**src/hw/rtl/cel_pkg.sv**
```systemverilog
// Shared types and constants for the compacting entry list.
package cel_pkg;

    // Default sizes
    localparam int CEL_DEPTH    = 64;
    localparam int CEL_TAG_BITS = 16;
    localparam int CEL_ID_BITS  = 16;

    // Action codes carried in the request word
    typedef enum logic [2:0] {
        ACT_APPEND     = 3'd0,
        ACT_REMOVE_POS = 3'd1,
        ACT_REMOVE_TAG = 3'd2,
        ACT_REMOVE_KEY = 3'd3,
        ACT_READ       = 3'd4,
        ACT_CLEAR      = 3'd5
    } action_t;

    // Sequencer states
    typedef enum logic [1:0] {
        ST_IDLE,
        ST_SCAN,
        ST_DONE
    } state_t;

    // Request word
    typedef struct packed {
        logic [2:0]  action;
        logic [5:0]  position;
        logic [15:0] tag;
        logic [3:0]  list_number;
        logic [15:0] item_id;
    } in_word_t;

    // Response word
    typedef struct packed {
        logic        ok;
        logic [6:0]  entry_count;
        logic [5:0]  hit_position;
        logic [15:0] read_tag;
        logic [3:0]  read_list_number;
        logic [15:0] read_item_id;
    } out_word_t;

    // Broadcast control from the sequencer to every cell
    typedef struct packed {
        logic [2:0] action;
        logic       shift;
        logic       write;
    } cel_ctl_t;

endpackage

```
**src/hw/rtl/cel_cell.sv**
```systemverilog
// One list cell: holds one entry and one stage of the downward hit carry.
module cel_cell
    import cel_pkg::*;
#(
    parameter int DEPTH    = CEL_DEPTH,
    parameter int TAG_BITS = CEL_TAG_BITS,
    parameter int ID_BITS  = CEL_ID_BITS,
    parameter int IDX      = 0
)
(
    input  logic                             clk,
    input  cel_ctl_t                         ctl,
    input  logic [$clog2(DEPTH+1)-1:0]       count,
    input  logic [$clog2(DEPTH)-1:0]         shift_idx,
    input  logic [5:0]                       pos,
    input  logic [TAG_BITS-1:0]              key_tag,
    input  logic [3:0]                       key_list,
    input  logic [ID_BITS-1:0]               key_id,
    // entry of the next higher cell
    input  logic [TAG_BITS-1:0]              up_tag,
    input  logic [3:0]                       up_list,
    input  logic [ID_BITS-1:0]               up_id,
    // carry from the next higher cell
    input  logic                             up_found,
    input  logic [$clog2(DEPTH)-1:0]         up_idx,
    input  logic [TAG_BITS-1:0]              up_car_tag,
    input  logic [3:0]                       up_car_list,
    input  logic [ID_BITS-1:0]               up_car_id,
    // own entry
    output logic [TAG_BITS-1:0]              tag,
    output logic [3:0]                       list_number,
    output logic [ID_BITS-1:0]               item_id,
    // own carry
    output logic                             found,
    output logic [$clog2(DEPTH)-1:0]         idx,
    output logic [TAG_BITS-1:0]              car_tag,
    output logic [3:0]                       car_list,
    output logic [ID_BITS-1:0]               car_id
);

    localparam int IDX_W = $clog2(DEPTH);
    localparam int CNT_W = $clog2(DEPTH + 1);
    localparam int CMP_W = (IDX_W > 6) ? IDX_W : 6;
    localparam logic [CNT_W-1:0] MY_CNT = CNT_W'(IDX);
    localparam logic [CMP_W-1:0] MY_CMP = CMP_W'(IDX);
    localparam logic [IDX_W-1:0] MY_IDX = IDX_W'(IDX);

    logic [TAG_BITS-1:0] tag_reg,  tag_next;
    logic [3:0]          list_reg, list_next;
    logic [ID_BITS-1:0]  id_reg,   id_next;

    logic                found_reg,   found_next;
    logic [IDX_W-1:0]    idx_reg,     idx_next;
    logic [TAG_BITS-1:0] car_tag_reg, car_tag_next;
    logic [3:0]          car_list_reg, car_list_next;
    logic [ID_BITS-1:0]  car_id_reg,  car_id_next;

    logic valid;
    logic match;
    logic hit;

    // Flag a live entry (index below the entry count) and whether it meets the search
    assign valid = (MY_CNT < count);

    always_comb
    begin
        case (ctl.action) inside
            ACT_REMOVE_POS, ACT_READ: match = (MY_CMP == CMP_W'(pos));
            ACT_REMOVE_TAG:           match = (tag_reg == key_tag);
            ACT_REMOVE_KEY:           match = (list_reg == key_list) && (id_reg == key_id);
            default:                  match = 1'b0;
        endcase
    end

    assign hit = valid && match;

    // Append at the tail, or close the gap left by a removal
    always_comb
    begin
        tag_next  = tag_reg;
        list_next = list_reg;
        id_next   = id_reg;
        if (ctl.write && (MY_CNT == count))
        begin
            tag_next  = key_tag;
            list_next = key_list;
            id_next   = key_id;
        end
        else if (ctl.shift && (MY_IDX >= shift_idx))
        begin
            tag_next  = up_tag;
            list_next = up_list;
            id_next   = up_id;
        end
    end

    // Pass the lowest hit seen so far down toward cell zero
    always_comb
    begin
        if (hit)
        begin
            found_next    = 1'b1;
            idx_next      = MY_IDX;
            car_tag_next  = tag_reg;
            car_list_next = list_reg;
            car_id_next   = id_reg;
        end
        else
        begin
            found_next    = up_found;
            idx_next      = up_idx;
            car_tag_next  = up_car_tag;
            car_list_next = up_car_list;
            car_id_next   = up_car_id;
        end
    end

    always_ff @(posedge clk)
    begin
        tag_reg      <= tag_next;
        list_reg     <= list_next;
        id_reg       <= id_next;
        found_reg    <= found_next;
        idx_reg      <= idx_next;
        car_tag_reg  <= car_tag_next;
        car_list_reg <= car_list_next;
        car_id_reg   <= car_id_next;
    end

    assign tag         = tag_reg;
    assign list_number = list_reg;
    assign item_id     = id_reg;
    assign found       = found_reg;
    assign idx         = idx_reg;
    assign car_tag     = car_tag_reg;
    assign car_list    = car_list_reg;
    assign car_id      = car_id_reg;

endmodule

```
**config.mk**
```make
export PLATFORM = sky130hd
export DESIGN_NAME = cel_cell
export DESIGN_NICKNAME = d
export VERILOG_FILES = /design/src/hw/rtl/cel_pkg.sv /design/src/hw/rtl/cel_cell.sv
export SDC_FILE = /design/constraint.sdc
export NUM_CORES = 1
export LEC_CHECK = 0
export BUFFER_PORTS_ARGS = -buffer_cell sky130_fd_sc_hd__buf_2
export CAP_MARGIN = 30
export CORE_ASPECT_RATIO = 1.25
export CORE_MARGIN = 1.5
export CORE_UTILIZATION = 30
export DETAILED_ROUTE_END_ITERATION = 8
export GPL_TIMING_DRIVEN = 0
export PLACE_DENSITY = 0.66
export SYNTH_ARGS = -nofsm -noshare
export SYNTH_HDL_FRONTEND = slang
export SYNTH_SLANG_ARGS = --single-unit
```
**constraint.sdc**
```tcl
create_clock -name clk -period 6.5 [get_ports clk]
set_clock_uncertainty 0.2 [all_clocks]
set_input_delay 0.325 -clock clk [delete_from_list [all_inputs] [get_ports clk]]
set_output_delay 0.325 -clock clk [all_outputs]
set_load 0.01 [all_outputs]
```
==> flow_summary_export.csv <==
group,metric,value,unit
routing,totalWireLength,10300,um
cts,cts_tree,"yes",
critical_path,cp-start-kind,"primary input",
critical_path,path_buf_inv,5,
finish,final_common_cell,"buf_2",
outcome,outcome,"complete, no violations",
finish,nets,612,
global_route,antenna_found_initial,0,
critical_path,cp-end-kind,"register",
cts,clk_path_buf_depth,2,
pwr,ir_drop,100,uV
logic_synthesis,synthCells,229,
cts,cts_made_buffers,9,
cts,postCtsResizedCells,0,
global_route,grt_overflow_total,0,
cts,cts.hold.buffers_added,9,
cts,cts_root_buffer,"clkbuf_16",
logic_synthesis,seq_area_frac_synth,0.560,
floorplanning,core,11200,sq um
cts,clk_pin_slew_worst_paths,60,ps
run,maxCapViolations,0,
timing,relSlewSlack,0.445,
routing,drc_errors,0,
finish,register_area,1940,sq um
finish,drive_above_1_share,0.597,
critical_path,critPathMostFrequentCell,"buf_4",
floorplanning,initial_core_util,0.310,
finish,area_delta_synth_final,48.7,%
cts,cts_setup_buffers,0,
floorplanning,die_area,12200,sq um
placed_design,hpwl,8310,um
logic_synthesis,syn_avg_cell_area,15.1,sq um
routing,ant_nets,0,
critical_path,crit_type,"primary input to register",
cts,clk_latency,330,ps
logic_synthesis,synth_area,3460,sq um
routing,drtPass1Iterations,4,
global_route,grt_pass1_wl,14900,um
timing,finalHoldWorstSlack,15.9,ps
timing,slew_viol_final,0,
critical_path,crit_path_cell_trace,"buf_2 -> or4_4 -> nor4_1 -> nand2_1 -> clkbuf_1 -> o41ai_2 -> buf_4 -> buf_4 -> buf_4",
logic_synthesis,yosys_warnings,0,
global_route,grt_max_degree,14,
timing,rsz0062_at_grt,"false",
logic_synthesis,ys_ff_latch,79,
timing,setup_violations,0,
floorplanning,rows,43,
critical_path,worst-path-max-fanout,10,
routing,first_iter_violations,69,
routing,vias_per_cell,4.50,
logic_synthesis,yosysUniqueCellTypes,24,
timing,worst_pin_slew,832,ps
floorplanning,die_h,123,um
placed_design,place_ws,2860,ps
floorplanning,die_width,99.1,um
timing,fmax,0.311,GHz
finish,fin_util,0.460,
pwr,total_power,1150,uW
floorplanning,io-pin-count,219,
critical_path,max_stage_delay,530,ps
critical_path,path_delay_family,"simple AND/OR/NAND/NOR gates",
global_route,grt_use_total,0.165,
critical_path,worstPathArrival,3060,ps
pwr,power.density,224,nW/um^2
critical_path,worstPathRequired,6340,ps
placed_design,place_congestion,0.771,
routing,wl_per_cell,16.9,um
logic_synthesis,synth.net_count,369,
pwr,p_leak,0.00231,uW
cts,numClockSinks,79,
placed_design,numPortBuffers,218,
timing,fin_crit_sh,0.495,
min_path,hp-class,"primary input to register",
routing,via_count,2757,
cts,htreeDepth,3,
timing,hold_viol_final,0,
global_route,grt_pass1_vias,2904,
critical_path,critPathSlowestCell,"or4_4",
timing,post-route-min-period,3220,ps
finish,multi_input_area,1490,sq um
finish,nFillCells,1065,
finish,layout_common_cells,"buf_2 (218), dfxtp_1 (43), edfxtp_1 (36)",
timing,worst_slack,3280,ps
finish,diodes,0,
-- cell usage after synthesis --
cell	count	area share
or2_1	1	0.0018
mux2_4	28	0.12
nand2_4	1	0.0033
edfxtp_1	36	0.31
dfxtp_1	43	0.25
buf_6	3	0.0098
nor4_1	4	0.0072
mux2_2	9	0.029
nand2_1	3	0.0033
xnor2_1	35	0.088
clkbuf_1	3	0.0033
or4b_2	1	0.0029
nand3_1	3	0.0043
or4_4	1	0.0033
and3_1	6	0.011
mux2_1	35	0.11
o41ai_2	1	0.0047
nor2_1	1	0.0011
o41ai_1	1	0.0025
a21oi_4	1	0.0047
nor2b_1	1	0.0018
nand4_1	7	0.013
nor3_1	3	0.0043
xor2_1	2	0.0051
-- worst paths after layout --
check                       start                   end  slack (ps)  cells past startpoint
min reg2reg     tag[14]$_DFFE_PP_   car_tag[14]$_DFF_P_         350                      1
max reg2reg  item_id[6]$_DFFE_PP_    car_tag[0]$_DFF_P_        3940                      7
max                      count[3]  item_id[1]$_DFFE_PP_        3280                      9
min                 up_car_tag[9]    car_tag[9]$_DFF_P_          20                      2
-- where the power goes --
part	internal [uW]	leakage [uW]	switching, uW
logic	75.3	0.00147	47.6
clock network	291	0.000151	198
registers	536	0.000687	5.44
-- final cells by class --
class | instances | share of cell area
plain buffers | 6 | 0.00874
well taps | 135 | 0.0328
multi-input cells | 144 | 0.288
repair buffers | 232 | 0.237
clock inverters | 5 | 0.00534
flip-flops and latches | 79 | 0.377
clock buffers | 11 | 0.0513
-- worst reg2reg max path, stage by stage, from the launching register on --
cell,delay (ps)
edfxtp_1,450
xnor2_1,190
nand4_1,120
nor4_1,520
a21oi_4,170
nand2_4,210
buf_6,250
mux2_4,330
-- metal layers --
metal	vias to the layer above	track usage	wire, um
li1	1332	-	-
met1	1316	0.203	4240
met4	0	0.0651	155
met3	11	0.0345	515
met5	-	0	0
met2	98	0.284	5420
-- kinds of logic (layout without fill, tap and decap cells) --
family	Yosys count	after routing	share of synthesized area
buf+inv	6	254	0.0130
xor+xnor	37	37	0.0935
mux	72	72	0.264
flops	79	79	0.560
simple gates	32	32	0.0567
compound gates	3	3	0.0119
-- per-stage QoR --
| stage | TNS [ps] | std cells | cell area (sq um) |
|---|---|---|---|
| 2_1_floorplan | 0 | 229 | 3460 |
| 3_3_place_gp | -54470 | 582 | 4720 |
| 6_report | 0 | 612 | 5150 |
| 5_1_grt | 0 | 612 | 5150 |
| 4_1_cts | 0 | 612 | 5150 |
| 3_5_place_dp | 0 | 587 | 4770 |
No activity file was read; power rests on OpenSTA's default activity.
