`config.mk`:
```
export PLATFORM = sky130hd
export DESIGN_NAME = cel_ctrl
export DESIGN_NICKNAME = d
export VERILOG_FILES = /design/src/hw/rtl/cel_pkg.sv /design/src/hw/rtl/cel_ctrl.sv
export SDC_FILE = /design/constraint.sdc
export NUM_CORES = 1
export LEC_CHECK = 0
export BUFFER_PORTS_ARGS = -buffer_cell sky130_fd_sc_hd__buf_4
export CORE_MARGIN = 10
export CORE_UTILIZATION = 35
export CTS_CLUSTER_DIAMETER = 120
export DETAILED_ROUTE_END_ITERATION = 6
export SLEW_MARGIN = 20
export SYNTH_ARGS = -nofsm -noshare
export SYNTH_HDL_FRONTEND = slang
export SYNTH_SLANG_ARGS = --single-unit
```
`constraint.sdc`:
```
create_clock -name clk -period 2.1 [get_ports clk]
set_input_delay 0.21 -clock clk [delete_from_list [all_inputs] [get_ports clk]]
set_output_delay 0.21 -clock clk [all_outputs]
set_load 0.01 [all_outputs]
```
`src/hw/rtl/cel_pkg.sv`:
```
// Shared types and constants for the compacting entry list.
package cel_pkg;

    // Default sizes
    localparam int CEL_DEPTH    = 64;
    localparam int CEL_TAG_BITS = 16;
    localparam int CEL_ID_BITS  = 16;

    // Action codes carried in the request word
    typedef enum logic [2:0] {
        ACT_APPEND     = 3'd0,
        ACT_REMOVE_POS = 3'd1,
        ACT_REMOVE_TAG = 3'd2,
        ACT_REMOVE_KEY = 3'd3,
        ACT_READ       = 3'd4,
        ACT_CLEAR      = 3'd5
    } action_t;

    // Sequencer states
    typedef enum logic [1:0] {
        ST_IDLE,
        ST_SCAN,
        ST_DONE
    } state_t;

    // Request word
    typedef struct packed {
        logic [2:0]  action;
        logic [5:0]  position;
        logic [15:0] tag;
        logic [3:0]  list_number;
        logic [15:0] item_id;
    } in_word_t;

    // Response word
    typedef struct packed {
        logic        ok;
        logic [6:0]  entry_count;
        logic [5:0]  hit_position;
        logic [15:0] read_tag;
        logic [3:0]  read_list_number;
        logic [15:0] read_item_id;
    } out_word_t;

    // Broadcast control from the sequencer to every cell
    typedef struct packed {
        logic [2:0] action;
        logic       shift;
        logic       write;
    } cel_ctl_t;

endpackage

```
`src/hw/rtl/cel_ctrl.sv`:
```
// Sequencer: takes request words, times the cell scan, applies updates, holds the response.
module cel_ctrl
    import cel_pkg::*;
#(
    parameter int DEPTH    = CEL_DEPTH,
    parameter int TAG_BITS = CEL_TAG_BITS,
    parameter int ID_BITS  = CEL_ID_BITS
)
(
    input  logic                         clk,
    input  logic                         rst_n,
    input  logic                         req_valid,
    output logic                         req_ready,
    input  in_word_t                     req,
    output logic                         rsp_valid,
    input  logic                         rsp_ready,
    output out_word_t                    rsp,
    // to the cells
    output cel_ctl_t                     ctl,
    output logic [$clog2(DEPTH+1)-1:0]   count,
    output logic [$clog2(DEPTH)-1:0]     shift_idx,
    output logic [5:0]                   pos,
    output logic [TAG_BITS-1:0]          key_tag,
    output logic [3:0]                   key_list,
    output logic [ID_BITS-1:0]           key_id,
    // carry out of cell zero
    input  logic                         hit_found,
    input  logic [$clog2(DEPTH)-1:0]     hit_idx,
    input  logic [TAG_BITS-1:0]          hit_tag,
    input  logic [3:0]                   hit_list,
    input  logic [ID_BITS-1:0]           hit_id
);

    localparam int IDX_W = $clog2(DEPTH);
    localparam int CNT_W = $clog2(DEPTH + 1);
    localparam logic [CNT_W-1:0] FULL      = CNT_W'(DEPTH);
    localparam logic [IDX_W-1:0] SCAN_LAST = IDX_W'(DEPTH - 1);

    state_t           state_reg, state_next;
    logic [IDX_W-1:0] scan_reg,  scan_next;
    in_word_t         req_reg;
    logic [CNT_W-1:0] count_reg, count_next;
    logic             rsp_valid_reg, rsp_valid_next;
    out_word_t        rsp_reg, rsp_next;

    logic     out_free;
    logic     scan_run;
    logic     apply;
    logic     do_write;
    logic     do_shift;
    logic     needs_scan;
    action_t  act;

    assign out_free = !rsp_valid_reg || rsp_ready;
    assign act      = action_t'(req_reg.action);

    // Actions that search the cells
    always_comb
    begin
        case (req.action) inside
            ACT_REMOVE_POS, ACT_REMOVE_TAG, ACT_REMOVE_KEY, ACT_READ: needs_scan = 1'b1;
            default:                                                  needs_scan = 1'b0;
        endcase
    end

    // Next state
    always_comb
    begin
        state_next = state_reg;
        unique case (state_reg)
            ST_IDLE:
            begin
                if (req_valid)
                    state_next = needs_scan ? ST_SCAN : ST_DONE;
            end
            ST_SCAN:
            begin
                if (scan_reg == SCAN_LAST)
                    state_next = ST_DONE;
            end
            ST_DONE:
            begin
                if (out_free)
                    state_next = ST_IDLE;
            end
            default: state_next = ST_IDLE;
        endcase
    end

    // State outputs
    always_comb
    begin
        req_ready = 1'b0;
        scan_run  = 1'b0;
        apply     = 1'b0;
        unique case (state_reg)
            ST_IDLE: req_ready = 1'b1;
            ST_SCAN: scan_run  = 1'b1;
            ST_DONE: apply     = out_free;
            default: req_ready = 1'b0;
        endcase
    end

    // Advance the scan timer
    always_comb
    begin
        if (state_reg == ST_IDLE)
            scan_next = '0;
        else if (scan_run)
            scan_next = scan_reg + IDX_W'(1);
        else
            scan_next = scan_reg;
    end

    // Decode the action into list update and response word
    always_comb
    begin
        rsp_next   = '0;
        count_next = count_reg;
        do_write   = 1'b0;
        do_shift   = 1'b0;
        unique case (act) inside
            ACT_APPEND:
            begin
                if (count_reg < FULL)
                begin
                    rsp_next.ok = 1'b1;
                    count_next  = count_reg + CNT_W'(1);
                    do_write    = 1'b1;
                end
            end
            ACT_REMOVE_POS, ACT_REMOVE_TAG, ACT_REMOVE_KEY:
            begin
                if (hit_found)
                begin
                    rsp_next.ok           = 1'b1;
                    rsp_next.hit_position = 6'(hit_idx);
                    count_next            = count_reg - CNT_W'(1);
                    do_shift              = 1'b1;
                end
            end
            ACT_READ:
            begin
                if (hit_found)
                begin
                    rsp_next.ok               = 1'b1;
                    rsp_next.read_tag         = 16'(hit_tag);
                    rsp_next.read_list_number = hit_list;
                    rsp_next.read_item_id     = 16'(hit_id);
                end
            end
            ACT_CLEAR:
            begin
                rsp_next.ok = 1'b1;
                count_next  = '0;
            end
            default:
            begin
                rsp_next.ok = 1'b0;
            end
        endcase
        rsp_next.entry_count = 7'(count_next);
    end

    // Hold the response until taken
    always_comb
    begin
        if (apply)
            rsp_valid_next = 1'b1;
        else if (rsp_ready)
            rsp_valid_next = 1'b0;
        else
            rsp_valid_next = rsp_valid_reg;
    end

    always_ff @(posedge clk or negedge rst_n)
    begin
        if (!rst_n)
        begin
            state_reg     <= ST_IDLE;
            scan_reg      <= '0;
            count_reg     <= '0;
            rsp_valid_reg <= 1'b0;
        end
        else
        begin
            state_reg     <= state_next;
            scan_reg      <= scan_next;
            rsp_valid_reg <= rsp_valid_next;
            if (apply)
                count_reg <= count_next;
        end
    end

    // Payload registers
    always_ff @(posedge clk)
    begin
        if (req_valid && req_ready)
            req_reg <= req;
        if (apply)
            rsp_reg <= rsp_next;
    end

    assign rsp_valid = rsp_valid_reg;
    assign rsp       = rsp_reg;

    assign ctl.action = req_reg.action;
    assign ctl.write  = apply && do_write;
    assign ctl.shift  = apply && do_shift;
    assign count      = count_reg;
    assign shift_idx  = hit_idx;
    assign pos        = req_reg.position;
    assign key_tag    = TAG_BITS'(req_reg.tag);
    assign key_list   = req_reg.list_number;
    assign key_id     = ID_BITS'(req_reg.item_id);

endmodule

```
==> summary.txt, run 1 <==
Finish
  – Final standard cell area without fillers: 0.00671 mm²
  – Post-layout nets: 632
  – Most common library cell in the layout ignoring fill and taps: sky130_fd_sc_hd__buf_4
  – Area Growth Syn to Fin: 44.5%
  – Max FFs per register: 50
  – Layout cells sized above 1: 46.0%
  – Commonest cells after routing, fill and taps aside: sky130_fd_sc_hd__buf_4, sky130_fd_sc_hd__edfxtp_1, sky130_fd_sc_hd__and2_1
  – Inserted Diodes: 0
  – Count of fill cells added during filler insertion: 1,222
  – Util after Layout: 51.1%

Placement
  – Detail Placement HPWL: 10.5 mm
  – Placer's final routability congestion estimate: 0.884
  – Count of input and output buffers: 203
  – Setup Slack @ Placement: 0.241 ns
  – Cell area after placement: 0.00641 mm²

Clock network
  – Clk sink count: 111
  – Worst-path clk slew: 0.07 ns
  – CTS buffer count: 9
  – Setup Buffers After CTS: 0
  – TritonCTS clock tree: done
  – Cell at the root of the clock tree: sky130_fd_sc_hd__clkbuf_16
  – H-tree depth: 3
  – Max Root-Sink Buffers: 2
  – Clk_lat worst skew: 0.35 ns

Synth
  – Most instantiated flip-flop cell in the synthesis netlist: sky130_fd_sc_hd__edfxtp_1
  – Avg Cell Area, Syn: 14.0 µm²
  – Number of register bits inferred by synthesis: 111
  – Share of the yosys chip area belonging to registers: 70.0%
  – Post-synth cell types: 53
  – Post-synthesis share of cell area spent on full adders, half adders and majority gates: 0.808%
  – Dominant combinational cell family by area after synthesis: simple AND/OR/NAND/NOR gates
  – Simple-gate share of the synthesized area: 16.1%
  – Post-Synthesis Net Count: 426
  – Fraction of synthesized area in multiplexers: 1.43%
  – Fraction of synthesized cell area taken by the top area cell type: 61.4%
  – Number of flops mapped to enable cells by yosys: 95
  – Synthesized-area fraction occupied by xor and xnor cells: 0.566%
  – Mapped Cells: 331
  – Proportion of register bits with asynchronous set or reset after synthesis: 14.4%
  – Number of warnings printed during yosys synthesis: 0
  – Cell types with the largest area share after synthesis: sky130_fd_sc_hd__edfxtp_1, sky130_fd_sc_hd__dfrtp_1, sky130_fd_sc_hd__and2_1, sky130_fd_sc_hd__nand2_1, sky130_fd_sc_hd__a21oi_1
  – Mapped Area: 0.00465 mm²
  – Area leader, netlist: sky130_fd_sc_hd__edfxtp_1
  – Post-synthesis compound-gate area fraction: 7.46%

STA
  – Tmin final: 1.95 ns
  – Worst-case clock skew: 0.00795 ns
  – RSZ-0062 raised after global routing: false
  – Minimum setup slack in the final design: 0.155 ns
  – Count of endpoints failing hold in the final timing report: 0
  – Total negative slack: 0 ns
  – Worst Tran Pin Value: 0.441 ns
  – Final period utilization: 92.6%
  – Max Transition Viols Final: 0
  – Highest clock rate: 0.514 GHz
  – Number of failing setup endpoints in the final timing report: 0
  – Rel. slew slack: 70.6%

Detailed routing
  – Routed via count divided by cell count: 4.74
  – Initial detailed-routing violation count: 233
  – Routed met1 length: 5.39 mm
  – Uppermost routed layer: met4
  – Sum of met2 wire segment lengths after detailed routing: 6.71 mm
  – Routed wl met3: 1.12 mm
  – Number of remaining DRC errors: 0
  – Vias after detailed routing: 3,402
  – Iteration count of the initial detailed-routing pass: 4
  – Avg WL per Cell: 18.8 µm
  – Total wire length: 13.5 mm
  – Antenna Nets Post-Route: 0

Hold path
  – Hold depth: 1
  – Class of the tightest hold or removal check: in2reg
  – Min-Delay Endpoint: key_tag[4]$_DFFE_PP_
  – Min-Delay Startpoint: req[24]

Outcome
  – Result of the run: completed

Power
  – PD cells: 953 mW/mm²
  – Final total power: 6.40 mW
  – Largest voltage drop on the vdd net: 0.000459 V
  – Leakage power figure: 2.79 nW

Setup path
  – Endpoint of the most critical register-to-register path: count[6]$_DFFE_PN0P_
  – Type of the setup path with the least slack: reg2out
  – Required time worst endpoint: 1.89 ns
  – Slowest cell delay on critical path: 0.58 ns
  – Reg2reg start: count[1]$_DFFE_PN0P_
  – Largest driver fanout on the critical path: 12
  – Capturing element type of the critical path: primary output
  – Slowest cell on crit path: sky130_fd_sc_hd__edfxtp_1
  – Sort of element at the start of the critical path: flip-flop
  – Number of cells traversed by the worst register-to-register path: 7
  – Critical path data arrival time: 1.74 ns
  – Critical path cell sequence: or2_2 > nor3_2 > buf_4
  – Worst reg-to-reg setup slack: 0.22 ns
  – Category of cells accounting for the largest share of critical-path delay: simple AND/OR/NAND/NOR gates
  – Worst path bufs/invs: 1

Global routing
  – Global route overflow: 0
  – Via count of the first global-routing pass: 3,491
  – Global-route wire length before repair: 20.2 mm
  – Number of antenna violations at the first check in global routing: 0
  – Largest net degree at the start of global routing: 46
  – Global routing usage summed across all routing layers: 14.4%

Run
  – Number of maximum-capacitance constraint violations: 0

Floorplan
  – I/O pin count: 204
  – Placement row count: 42
  – Area enclosed by the die boundary: 0.0183 mm²
  – Core Box Area: 0.0131 mm²
  – Vertical die dimension: 135 µm
  – Horizontal extent of the die: 135 µm
  – Effective utilization at floorplan: 35.4%
## report_power, final
group          switching [mW]  leakage (nW)  internal, mW  total [mW]
Sequential              0.221          1.09          2.82        3.04
Combinational           0.883          1.57         0.820        1.70
Clock                   0.731         0.135         0.921        1.65
## cell families after synthesis
| kind of cell | count (synthesis) |
|---|---|
| multiplexers | 6 |
| AND/OR/NAND/NOR | 125 |
| AO/OA/AOI/OAI | 52 |
| buffers and inverters | 31 |
| XOR/XNOR | 3 |
| adder cells (fa/ha/maj) | 3 |
| flip-flops | 111 |
## worst reg2reg max path: stages (launching register included)
cell and delay (ns):
sky130_fd_sc_hd__dfrtp_1 0.47, sky130_fd_sc_hd__inv_1 0.09, sky130_fd_sc_hd__ha_1 0.25, sky130_fd_sc_hd__nand4bb_4 0.15, sky130_fd_sc_hd__or3_1 0.36, sky130_fd_sc_hd__o31ai_1 0.30, sky130_fd_sc_hd__a22oi_1 0.10, sky130_fd_sc_hd__o21ai_0 0.09
## worst max path at each step
stage | from | end | slack [ns] | cells after the start
floorplan | state_reg[1]$_DFFE_PN0P_ | act[0]$_DFFE_PP_ | 0.18 | 3
global placement | count[1]$_DFFE_PN0P_ | count[6]$_DFFE_PN0P_ | 0.34 | 7
detailed placement | count[1]$_DFFE_PN0P_ | count[6]$_DFFE_PN0P_ | 0.24 | 7
CTS | state_reg[0]$_DFFE_PN0P_ | ctl[0] | 0.02 | 5
global route | state_reg[0]$_DFFE_PN0P_ | ctl[1] | 0.02 | 5
finish | act[2]$_DFFE_PP_ | ctl[0] | 0.15 | 3
## per-layer routing
| metal | up-vias | track usage [%] |
|---|---|---|
| met2 | 141 | 24.7 |
| met1 | 1628 | 16.3 |
| li1 | 1615 | - |
| met3 | 18 | 4.82 |
| met5 | - | 0 |
| met4 | 0 | 5.38 |
## cell usage after synthesis (3+ instances only)
library cell                n
sky130_fd_sc_hd__nor3_1     6
sky130_fd_sc_hd__nor2_1    17
sky130_fd_sc_hd__inv_1      6
sky130_fd_sc_hd__buf_4      6
sky130_fd_sc_hd__o22ai_1    3
sky130_fd_sc_hd__nor2b_1    6
sky130_fd_sc_hd__nand2b_1   6
sky130_fd_sc_hd__ha_1       3
sky130_fd_sc_hd__nand2_1   22
sky130_fd_sc_hd__dfrtp_1   16
sky130_fd_sc_hd__nand3_1    7
sky130_fd_sc_hd__buf_2      5
sky130_fd_sc_hd__o21ai_0   13
sky130_fd_sc_hd__clkbuf_1  10
sky130_fd_sc_hd__and2_1    43
sky130_fd_sc_hd__a21oi_1   13
sky130_fd_sc_hd__o31ai_1    4
sky130_fd_sc_hd__buf_6      3
sky130_fd_sc_hd__edfxtp_1  95
sky130_fd_sc_hd__mux2i_1    4
## repair_timing
action / in CTS / in global routing
hold endpoints to repair: 16 / 0
endpoints found under the setup margin: 0 / 2
gates resized for setup: 0 / 3
hold buffers: 1 / 0
## through the flow
stage                     hold WS, ns  cells
after CTS                      0.0195    717
after floorplan               -0.0856    331
after detailed placement       0.0941    701
after global routing           0.0138    717
after global placement         0.0955    701
final                          0.0345    717
## layout make-up
cell class	count	area, µm²	area share [%]
clock buffers	12	236	3.52
clock inverters	3	42.5	0.634
inverters	7	28.8	0.429
multi-input cells	189	1230	18.4
flip-flops and latches	111	3250	48.5
well taps	176	220	3.28
repair buffers	219	1700	25.3
Note: power is estimated with default switching activity, not from simulation.
==> run 2: changes to the inputs <==
--- a/config.mk
+++ b/config.mk
@@ -5,11 +5,13 @@
 export SDC_FILE = /design/constraint.sdc
 export NUM_CORES = 1
 export LEC_CHECK = 0
+export ABC_AREA = 1
 export BUFFER_PORTS_ARGS = -buffer_cell sky130_fd_sc_hd__buf_4
 export CORE_MARGIN = 10
 export CORE_UTILIZATION = 35
 export CTS_CLUSTER_DIAMETER = 120
 export DETAILED_ROUTE_END_ITERATION = 6
+export PLACE_DENSITY = 0.65
 export SLEW_MARGIN = 20
 export SYNTH_ARGS = -nofsm -noshare
 export SYNTH_HDL_FRONTEND = slang
==> constraint.sdc (replaced) <==
create_clock -name clk -period 2.1 [get_ports clk]
set_input_delay 0.42 -clock clk [delete_from_list [all_inputs] [get_ports clk]]
set_output_delay 0.42 -clock clk [all_outputs]
set_load 0.01 [all_outputs]
==> run 2 against run 1 <==
Critical path type unchanged. Worst setup slack got worse by 0.055 ns. Clock power rose by 5%. Largest power group unchanged. Flip-flop and latch count did not move. Fmax fell by 2.7%. Wire length fell by 11%. Synthesized cell count rose by 12%.
==> summary.txt, run 2 <==
Outcome
  – Result of the run: completed

STA
  – Highest clock rate: 0.500 GHz
  – Max Transition Viols Final: 0
  – Final hold slack: 0.251 ns
  – Tmin final: 2.00 ns
  – Count of endpoints failing hold in the final timing report: 0
  – Worst-case clock skew: 0.00578 ns
  – Rel. slew slack: 74.7%
  – Final period utilization: 95.3%
  – Worst Tran Pin Value: 0.379 ns
  – Number of failing setup endpoints in the final timing report: 0
  – RSZ-0062 raised after global routing: true

Clock network
  – H-tree depth: 3
  – Clk_lat worst skew: 0.34 ns
  – CTS buffer count: 9
  – TritonCTS clock tree: done
  – Clk sink count: 111
  – Cell at the root of the clock tree: sky130_fd_sc_hd__clkbuf_16
  – Worst-path clk slew: 0.07 ns
  – Max Root-Sink Buffers: 2

Floorplan
  – Placement row count: 40
  – I/O pin count: 204
  – Horizontal extent of the die: 132 µm
  – Vertical die dimension: 132 µm
  – Area enclosed by the die boundary: 0.0175 mm²
  – Core Box Area: 0.0122 mm²
  – Effective utilization at floorplan: 36.3%

Power
  – Part of the total power dissipated in combinational logic: 28.3%
  – Power Internal: 4.77 mW
  – Leakage power figure: 3.01 nW
  – Largest voltage drop on the vdd net: 0.000533 V
  – Net switching component of the power: 2.06 mW
  – Share of total power in sequential cells: 46.2%
  – Clock network power share: 25.5%
  – PD cells: 1060 mW/mm²
  – Sw frac: 30.1%

Synth
  – Leading cell types by count after synthesis: sky130_fd_sc_hd__edfxtp_1, sky130_fd_sc_hd__inv_1, sky130_fd_sc_hd__nor2_1
  – Share of the yosys chip area belonging to registers: 73.8%
  – Number of warnings printed during yosys synthesis: 0
  – Area leader, netlist: sky130_fd_sc_hd__edfxtp_1
  – Fraction of synthesized cell area taken by the top area cell type: 64.7%
  – Most instantiated flip-flop cell in the synthesis netlist: sky130_fd_sc_hd__edfxtp_1
  – Number of register bits inferred by synthesis: 111
  – Avg Cell Area, Syn: 11.9 µm²
  – Mapped Area: 0.00441 mm²
  – Proportion of register bits with asynchronous set or reset after synthesis: 14.4%
  – Top-count cell post-synth: sky130_fd_sc_hd__edfxtp_1
  – Post-synth cell types: 28
  – Mapped Cells: 370
  – Number of flops mapped to enable cells by yosys: 95
  – Post-Synthesis Net Count: 465
  – Cell types with the largest area share after synthesis: sky130_fd_sc_hd__edfxtp_1, sky130_fd_sc_hd__dfrtp_1, sky130_fd_sc_hd__inv_1, sky130_fd_sc_hd__nor2_1, sky130_fd_sc_hd__nand2_1

Finish
  – Util after Layout: 53.1%
  – Area taken by multi-input logic gates: 838 µm²
  – Count of fill cells added during filler insertion: 1,078
  – Final standard cell area without fillers: 0.00645 mm²
  – Commonest cells after routing, fill and taps aside: sky130_fd_sc_hd__buf_4, sky130_fd_sc_hd__edfxtp_1, sky130_fd_sc_hd__inv_1
  – Layout cells sized above 1: 40.4%
  – Inserted Diodes: 0
  – Most common library cell in the layout ignoring fill and taps: sky130_fd_sc_hd__buf_4
  – Post-layout nets: 673
  – Area taken by flip-flops and latches: 0.00325 mm²
  – Area Growth Syn to Fin: 46.3%
  – Max FFs per register: 50

Placement
  – Placer's final routability congestion estimate: 0.859
  – Count of input and output buffers: 203
  – Detail Placement HPWL: 9.51 mm
  – Cell area after placement: 0.00613 mm²

Run
  – Number of maximum-capacitance constraint violations: 0

Setup path
  – Critical path data arrival time: 1.58 ns
  – Sort of element at the start of the critical path: flip-flop
  – Capturing element type of the critical path: primary output
  – Required time worst endpoint: 1.68 ns
  – Largest driver fanout on the critical path: 7
  – Type of the setup path with the least slack: reg2out

Detailed routing
  – Total wire length: 12.0 mm
  – Vias after detailed routing: 3,344
  – Iteration count of the initial detailed-routing pass: 4
  – Number of remaining DRC errors: 0
  – Routed via count divided by cell count: 4.46
  – Avg WL per Cell: 16.0 µm
  – Antenna Nets Post-Route: 0
  – Initial detailed-routing violation count: 183

Global routing
  – Global-route wire length before repair: 19.0 mm
  – Number of antenna violations at the first check in global routing: 0
  – Global routing usage summed across all routing layers: 13.7%
  – Largest net degree at the start of global routing: 59
  – Via count of the first global-routing pass: 3,563
  – Global route overflow: 0

Hold path
  – Class of the tightest hold or removal check: in2reg
==> run 2: changes by cell type in the layout (fill, tap and decap cells not counted), sizes merged, moves of 9 or more <==
| cell | delta |
|---|---|
| inv | +61 |
| nor2 | +52 |
| and2 | -42 |
| nand2 | +37 |
| nand3 | +9 |
| buf | -11 |
==> run 2: final timing paths <==
| check | from | endpoint | slack (ns) | cells after the start |
|---|---|---|---|---|
| worst max-delay path | act[1]$_DFFE_PP_ | ctl[0] | 0.1 | 6 |
| worst min-delay path | req[25] | key_tag[5]$_DFFE_PP_ | 0.25 | 1 |
| worst max register to register | state_reg[1]$_DFFE_PN0P_ | rsp[18]$_SDFFCE_PN0P_ | 0.48 | 5 |
| worst min register to register | scan_reg[3]$_DFFE_PN0P_ | scan_reg[3]$_DFFE_PN0P_ | 0.49 | 1 |
| max in group asynchronous | rst_n | count[2]$_DFFE_PN0P_ | 1.43 | 2 |
| min in group asynchronous | rst_n | count[5]$_DFFE_PN0P_ | 0.48 | 2 |
==> run 2: power groups by stage <==
stage / sequential (mW) / clock (mW) / combinational [mW]
2_1_floorplan: 3.31 / 0 / 0.838
3_3_place_gp: 3.19 / 0 / 1.94
3_5_place_dp: 3.20 / 0 / 1.96
4_1_cts: 3.16 / 1.81 / 1.97
5_1_grt: 3.21 / 1.89 / 2.16
6_report: 3.16 / 1.74 / 1.93
==> run 2: per-stage QoR <==
| step | setup WS (ns) | power [mW] | setup TNS [ns] | instances |
|---|---|---|---|---|
| after floorplan | 0.124 | 4.15 | 0 | 370 |
| after global placement | 0.480 | 5.13 | 0 | 734 |
| after detailed placement | 0.440 | 5.16 | 0 | 734 |
| after CTS | 0.0531 | 6.93 | 0 | 750 |
| after global routing | -0.0118 | 7.26 | -0.0232 | 750 |
| final | 0.0997 | 6.83 | 0 | 750 |
==> run 2: area by class of cell <==
class,count,share of cell area [%]
inverter,69,4.01
clock buffer,10,3.55
clock inverter,5,1.14
multi-input combinational,179,13.0
timing repair buffer,208,24.6
tap,168,3.26
sequential,111,50.4
==> run 2: worst max-delay path, cell delays in order (launching register included) <==
cell and delay [ns]:
sky130_fd_sc_hd__edfxtp_1 0.45, sky130_fd_sc_hd__nor2_4 0.17, sky130_fd_sc_hd__nand2_1 0.12, sky130_fd_sc_hd__inv_2 0.14, sky130_fd_sc_hd__nand2_1 0.11, sky130_fd_sc_hd__nor2_1 0.11, sky130_fd_sc_hd__buf_4 0.13
==> run 2: kinds of logic (layout without fill, tap and decap cells) <==
group | count (synthesis) | after routing | share of synthesized area (%)
flops | 111 | 111 | 73.8
xor+xnor | 1 | 1 | 0.199
compound gates | 27 | 27 | 3.74
fa+ha+maj | 3 | 3 | 0.851
simple gates | 148 | 148 | 13.9
buf+inv | 80 | 292 | 7.52
==> run 2: repair_timing <==
item / CTS / global route
endpoints found under the hold margin: 16 / 0
hold buffers: 1 / 0
resized for setup: 0 / 1
endpoints found under the setup margin: 0 / 2
setup buffers: 0 / 0
==> run 2: layer usage <==
metal  GRT usage, %  vias up  part of all wire (%)
met1           14.8     1551                    38
met3           7.32       17                    12
li1               -     1617                     -
met4           5.44        0                   2.1
met2           22.1      159                    48
met5              0        -                     0
==> run 3: changes to the inputs <==
--- a/config.mk
+++ b/config.mk
@@ -5,13 +5,12 @@
 export SDC_FILE = /design/constraint.sdc
 export NUM_CORES = 1
 export LEC_CHECK = 0
-export ABC_AREA = 1
+export ABC_AREA = 0
 export BUFFER_PORTS_ARGS = -buffer_cell sky130_fd_sc_hd__buf_4
 export CORE_MARGIN = 10
 export CORE_UTILIZATION = 35
 export CTS_CLUSTER_DIAMETER = 120
 export DETAILED_ROUTE_END_ITERATION = 6
-export PLACE_DENSITY = 0.65
 export SLEW_MARGIN = 20
 export SYNTH_ARGS = -nofsm -noshare
 export SYNTH_HDL_FRONTEND = slang
==> run 3 against run 2 <==
Clock skew about the same. Critical path depth down 3. Global-route usage up 0.75 points. Cell count down 3.7%. Sequential share of layout area down 2.3 points. Count of clock-buffer cells in the layout up 1. Final area up 4.8%. Combinational power down 11%. Via count up 1.6%. Largest cell class unchanged. Non-clock buffer count up 15. Largest power group unchanged. Fmax up 1.2%. Clock power about the same.
==> summary.txt, run 3 (same netlist as run 1, synthesis figures left out) <==
Outcome
  – Result of the run: completed

STA
  – Worst Tran Pin Value: 0.508 ns
  – Max Transition Viols Final: 0
  – Rel. slew slack: 66.0%
  – Number of failing setup endpoints in the final timing report: 0
  – Minimum setup slack in the final design: 0.124 ns
  – Final hold slack: 0.253 ns
  – RSZ-0062 raised after global routing: false
  – Tmin final: 1.98 ns
  – Final period utilization: 94.1%
  – Total negative slack: 0 ns
  – Worst-case clock skew: 0.00608 ns
  – Highest clock rate: 0.506 GHz
  – Count of endpoints failing hold in the final timing report: 0

Detailed routing
  – Initial detailed-routing violation count: 245
  – Total wire length: 13.5 mm
  – Iteration count of the initial detailed-routing pass: 4
  – Number of remaining DRC errors: 0
  – Routed via count divided by cell count: 4.71
  – Vias after detailed routing: 3,399
  – Avg WL per Cell: 18.7 µm
  – Antenna Nets Post-Route: 0

Floorplan
  – Horizontal extent of the die: 135 µm
  – Core Box Area: 0.0131 mm²
  – Placement row count: 42
  – Vertical die dimension: 135 µm
  – I/O pin count: 204
  – Area enclosed by the die boundary: 0.0183 mm²
  – Effective utilization at floorplan: 35.4%

Hold path
  – Min-Delay Endpoint: key_id[2]$_DFFE_PP_
  – Min-Delay Startpoint: req[2]
  – Class of the tightest hold or removal check: in2reg
  – Hold depth: 1

Global routing
  – Global route overflow: 0
  – Global routing usage summed across all routing layers: 14.4%
  – Number of antenna violations at the first check in global routing: 0
  – Via count of the first global-routing pass: 3,497
  – Largest net degree at the start of global routing: 37
  – Global-route wire length before repair: 20.4 mm

Finish
  – Max FFs per register: 50
  – Final standard cell area without fillers: 0.00676 mm²
  – Area Growth Syn to Fin: 45.5%
  – Area taken by multi-input logic gates: 0.00123 mm²
  – Post-layout nets: 636
  – Area taken by flip-flops and latches: 0.00325 mm²
  – Count of fill cells added during filler insertion: 1,187
  – Commonest cells after routing, fill and taps aside: sky130_fd_sc_hd__buf_4, sky130_fd_sc_hd__edfxtp_1, sky130_fd_sc_hd__and2_1
  – Most common library cell in the layout ignoring fill and taps: sky130_fd_sc_hd__buf_4
  – Layout cells sized above 1: 46.9%
  – Post-Layout Cell Count: 722
  – Inserted Diodes: 0

Setup path
  – Worst reg-to-reg setup slack: 0.24 ns
  – Worst path bufs/invs: 1
  – Required time worst endpoint: 1.68 ns
  – Number of cells traversed by the worst register-to-register path: 6
  – Capturing element type of the critical path: primary output
  – Critical path data arrival time: 1.56 ns
  – Critical path cell sequence: or2_1 > nor3_1 > buf_4
  – Largest driver fanout on the critical path: 9
  – Slowest cell on crit path: sky130_fd_sc_hd__edfxtp_1
  – Type of the setup path with the least slack: reg2out
  – Category of cells accounting for the largest share of critical-path delay: flip-flops
  – Sort of element at the start of the critical path: flip-flop
  – Endpoint of the most critical register-to-register path: rsp[46]$_DFFE_PP_
  – Slowest cell delay on critical path: 0.57 ns
  – Reg2reg start: count[0]$_DFFE_PN0P_

Clock network
  – Clk_lat worst skew: 0.33 ns
  – Clk sink count: 111
  – H-tree depth: 3
  – TritonCTS clock tree: done
  – Max Root-Sink Buffers: 2
  – Cell at the root of the clock tree: sky130_fd_sc_hd__clkbuf_16
  – CTS buffer count: 9
  – Worst-path clk slew: 0.08 ns

Placement
  – Setup Slack @ Placement: 0.211 ns
  – Count of input and output buffers: 203
  – Detail Placement HPWL: 10.6 mm
  – Placer's final routability congestion estimate: 0.865
  – Cell total after placement: 703
  – Cell area after placement: 0.00643 mm²

Power
  – Leakage power figure: 2.82 nW
  – PD cells: 957 mW/mm²
  – Largest voltage drop on the vdd net: 0.000499 V

Run
  – Number of maximum-capacitance constraint violations: 0
==> run 3: layer usage <==
metal / up-vias / track usage (%) / part of all wire (%)
li1: 1621 / - / -
met1: 1620 / 17.4 / 41
met2: 148 / 24.3 / 50
met3: 10 / 4.08 / 7.3
met4: 0 / 4.78 / 1.2
met5: - / 0 / 0
==> run 3: worst max-delay path by stage <==
stage	startpoint	slack, ns	cells past startpoint	end
after global placement	count[0]$_DFFE_PN0P_	0.24	7	count[6]$_DFFE_PN0P_
after detailed placement	count[0]$_DFFE_PN0P_	0.21	7	rsp[48]$_DFFE_PP_
final	act[0]$_DFFE_PP_	0.12	3	ctl[0]
after floorplan	state_reg[1]$_DFFE_PN0P_	0.18	3	act[0]$_DFFE_PP_
after CTS	state_reg[0]$_DFFE_PN0P_	0.01	4	ctl[1]
after global routing	act[0]$_DFFE_PP_	0.004	3	ctl[0]
==> run 3: timing repair <==
action                                  4_1_cts  5_1_grt
endpoints found under the hold margin        16        0
hold buffers                                  1        0
setup buffers                                 2        0
resized for setup                             1        2
endpoints found under the setup margin        2        5
==> run 3: layout make-up <==
cell class	count	area share, %
clock buffer	11	3.44
inverter	7	0.426
multi-input combinational	189	18.2
timing repair buffer	223	25.5
tap	176	3.26
sequential	111	48.1
clock inverter	5	0.981
==> run 3: stage by stage <==
step	utilization (%)	total power [mW]
5_1_grt	51.5	6.82
4_1_cts	51.4	6.56
6_report	51.5	6.47
2_1_floorplan	-	3.90
3_5_place_dp	48.9	4.82
3_3_place_gp	48.9	4.79
==> run 3: worst reg2reg max path, stage by stage, from the launching register on <==
cell,delay (ns)
sky130_fd_sc_hd__dfrtp_2,0.50
sky130_fd_sc_hd__inv_1,0.09
sky130_fd_sc_hd__ha_1,0.27
sky130_fd_sc_hd__nand4bb_4,0.16
sky130_fd_sc_hd__o41ai_1,0.44
sky130_fd_sc_hd__mux2i_1,0.15
sky130_fd_sc_hd__o31ai_1,0.09
==> run 3: report_power, final <==
group	internal, mW	switching [mW]	total (mW)
registers	2.82	0.226	3.04
clock network	0.940	0.770	1.71
logic	0.837	0.879	1.72
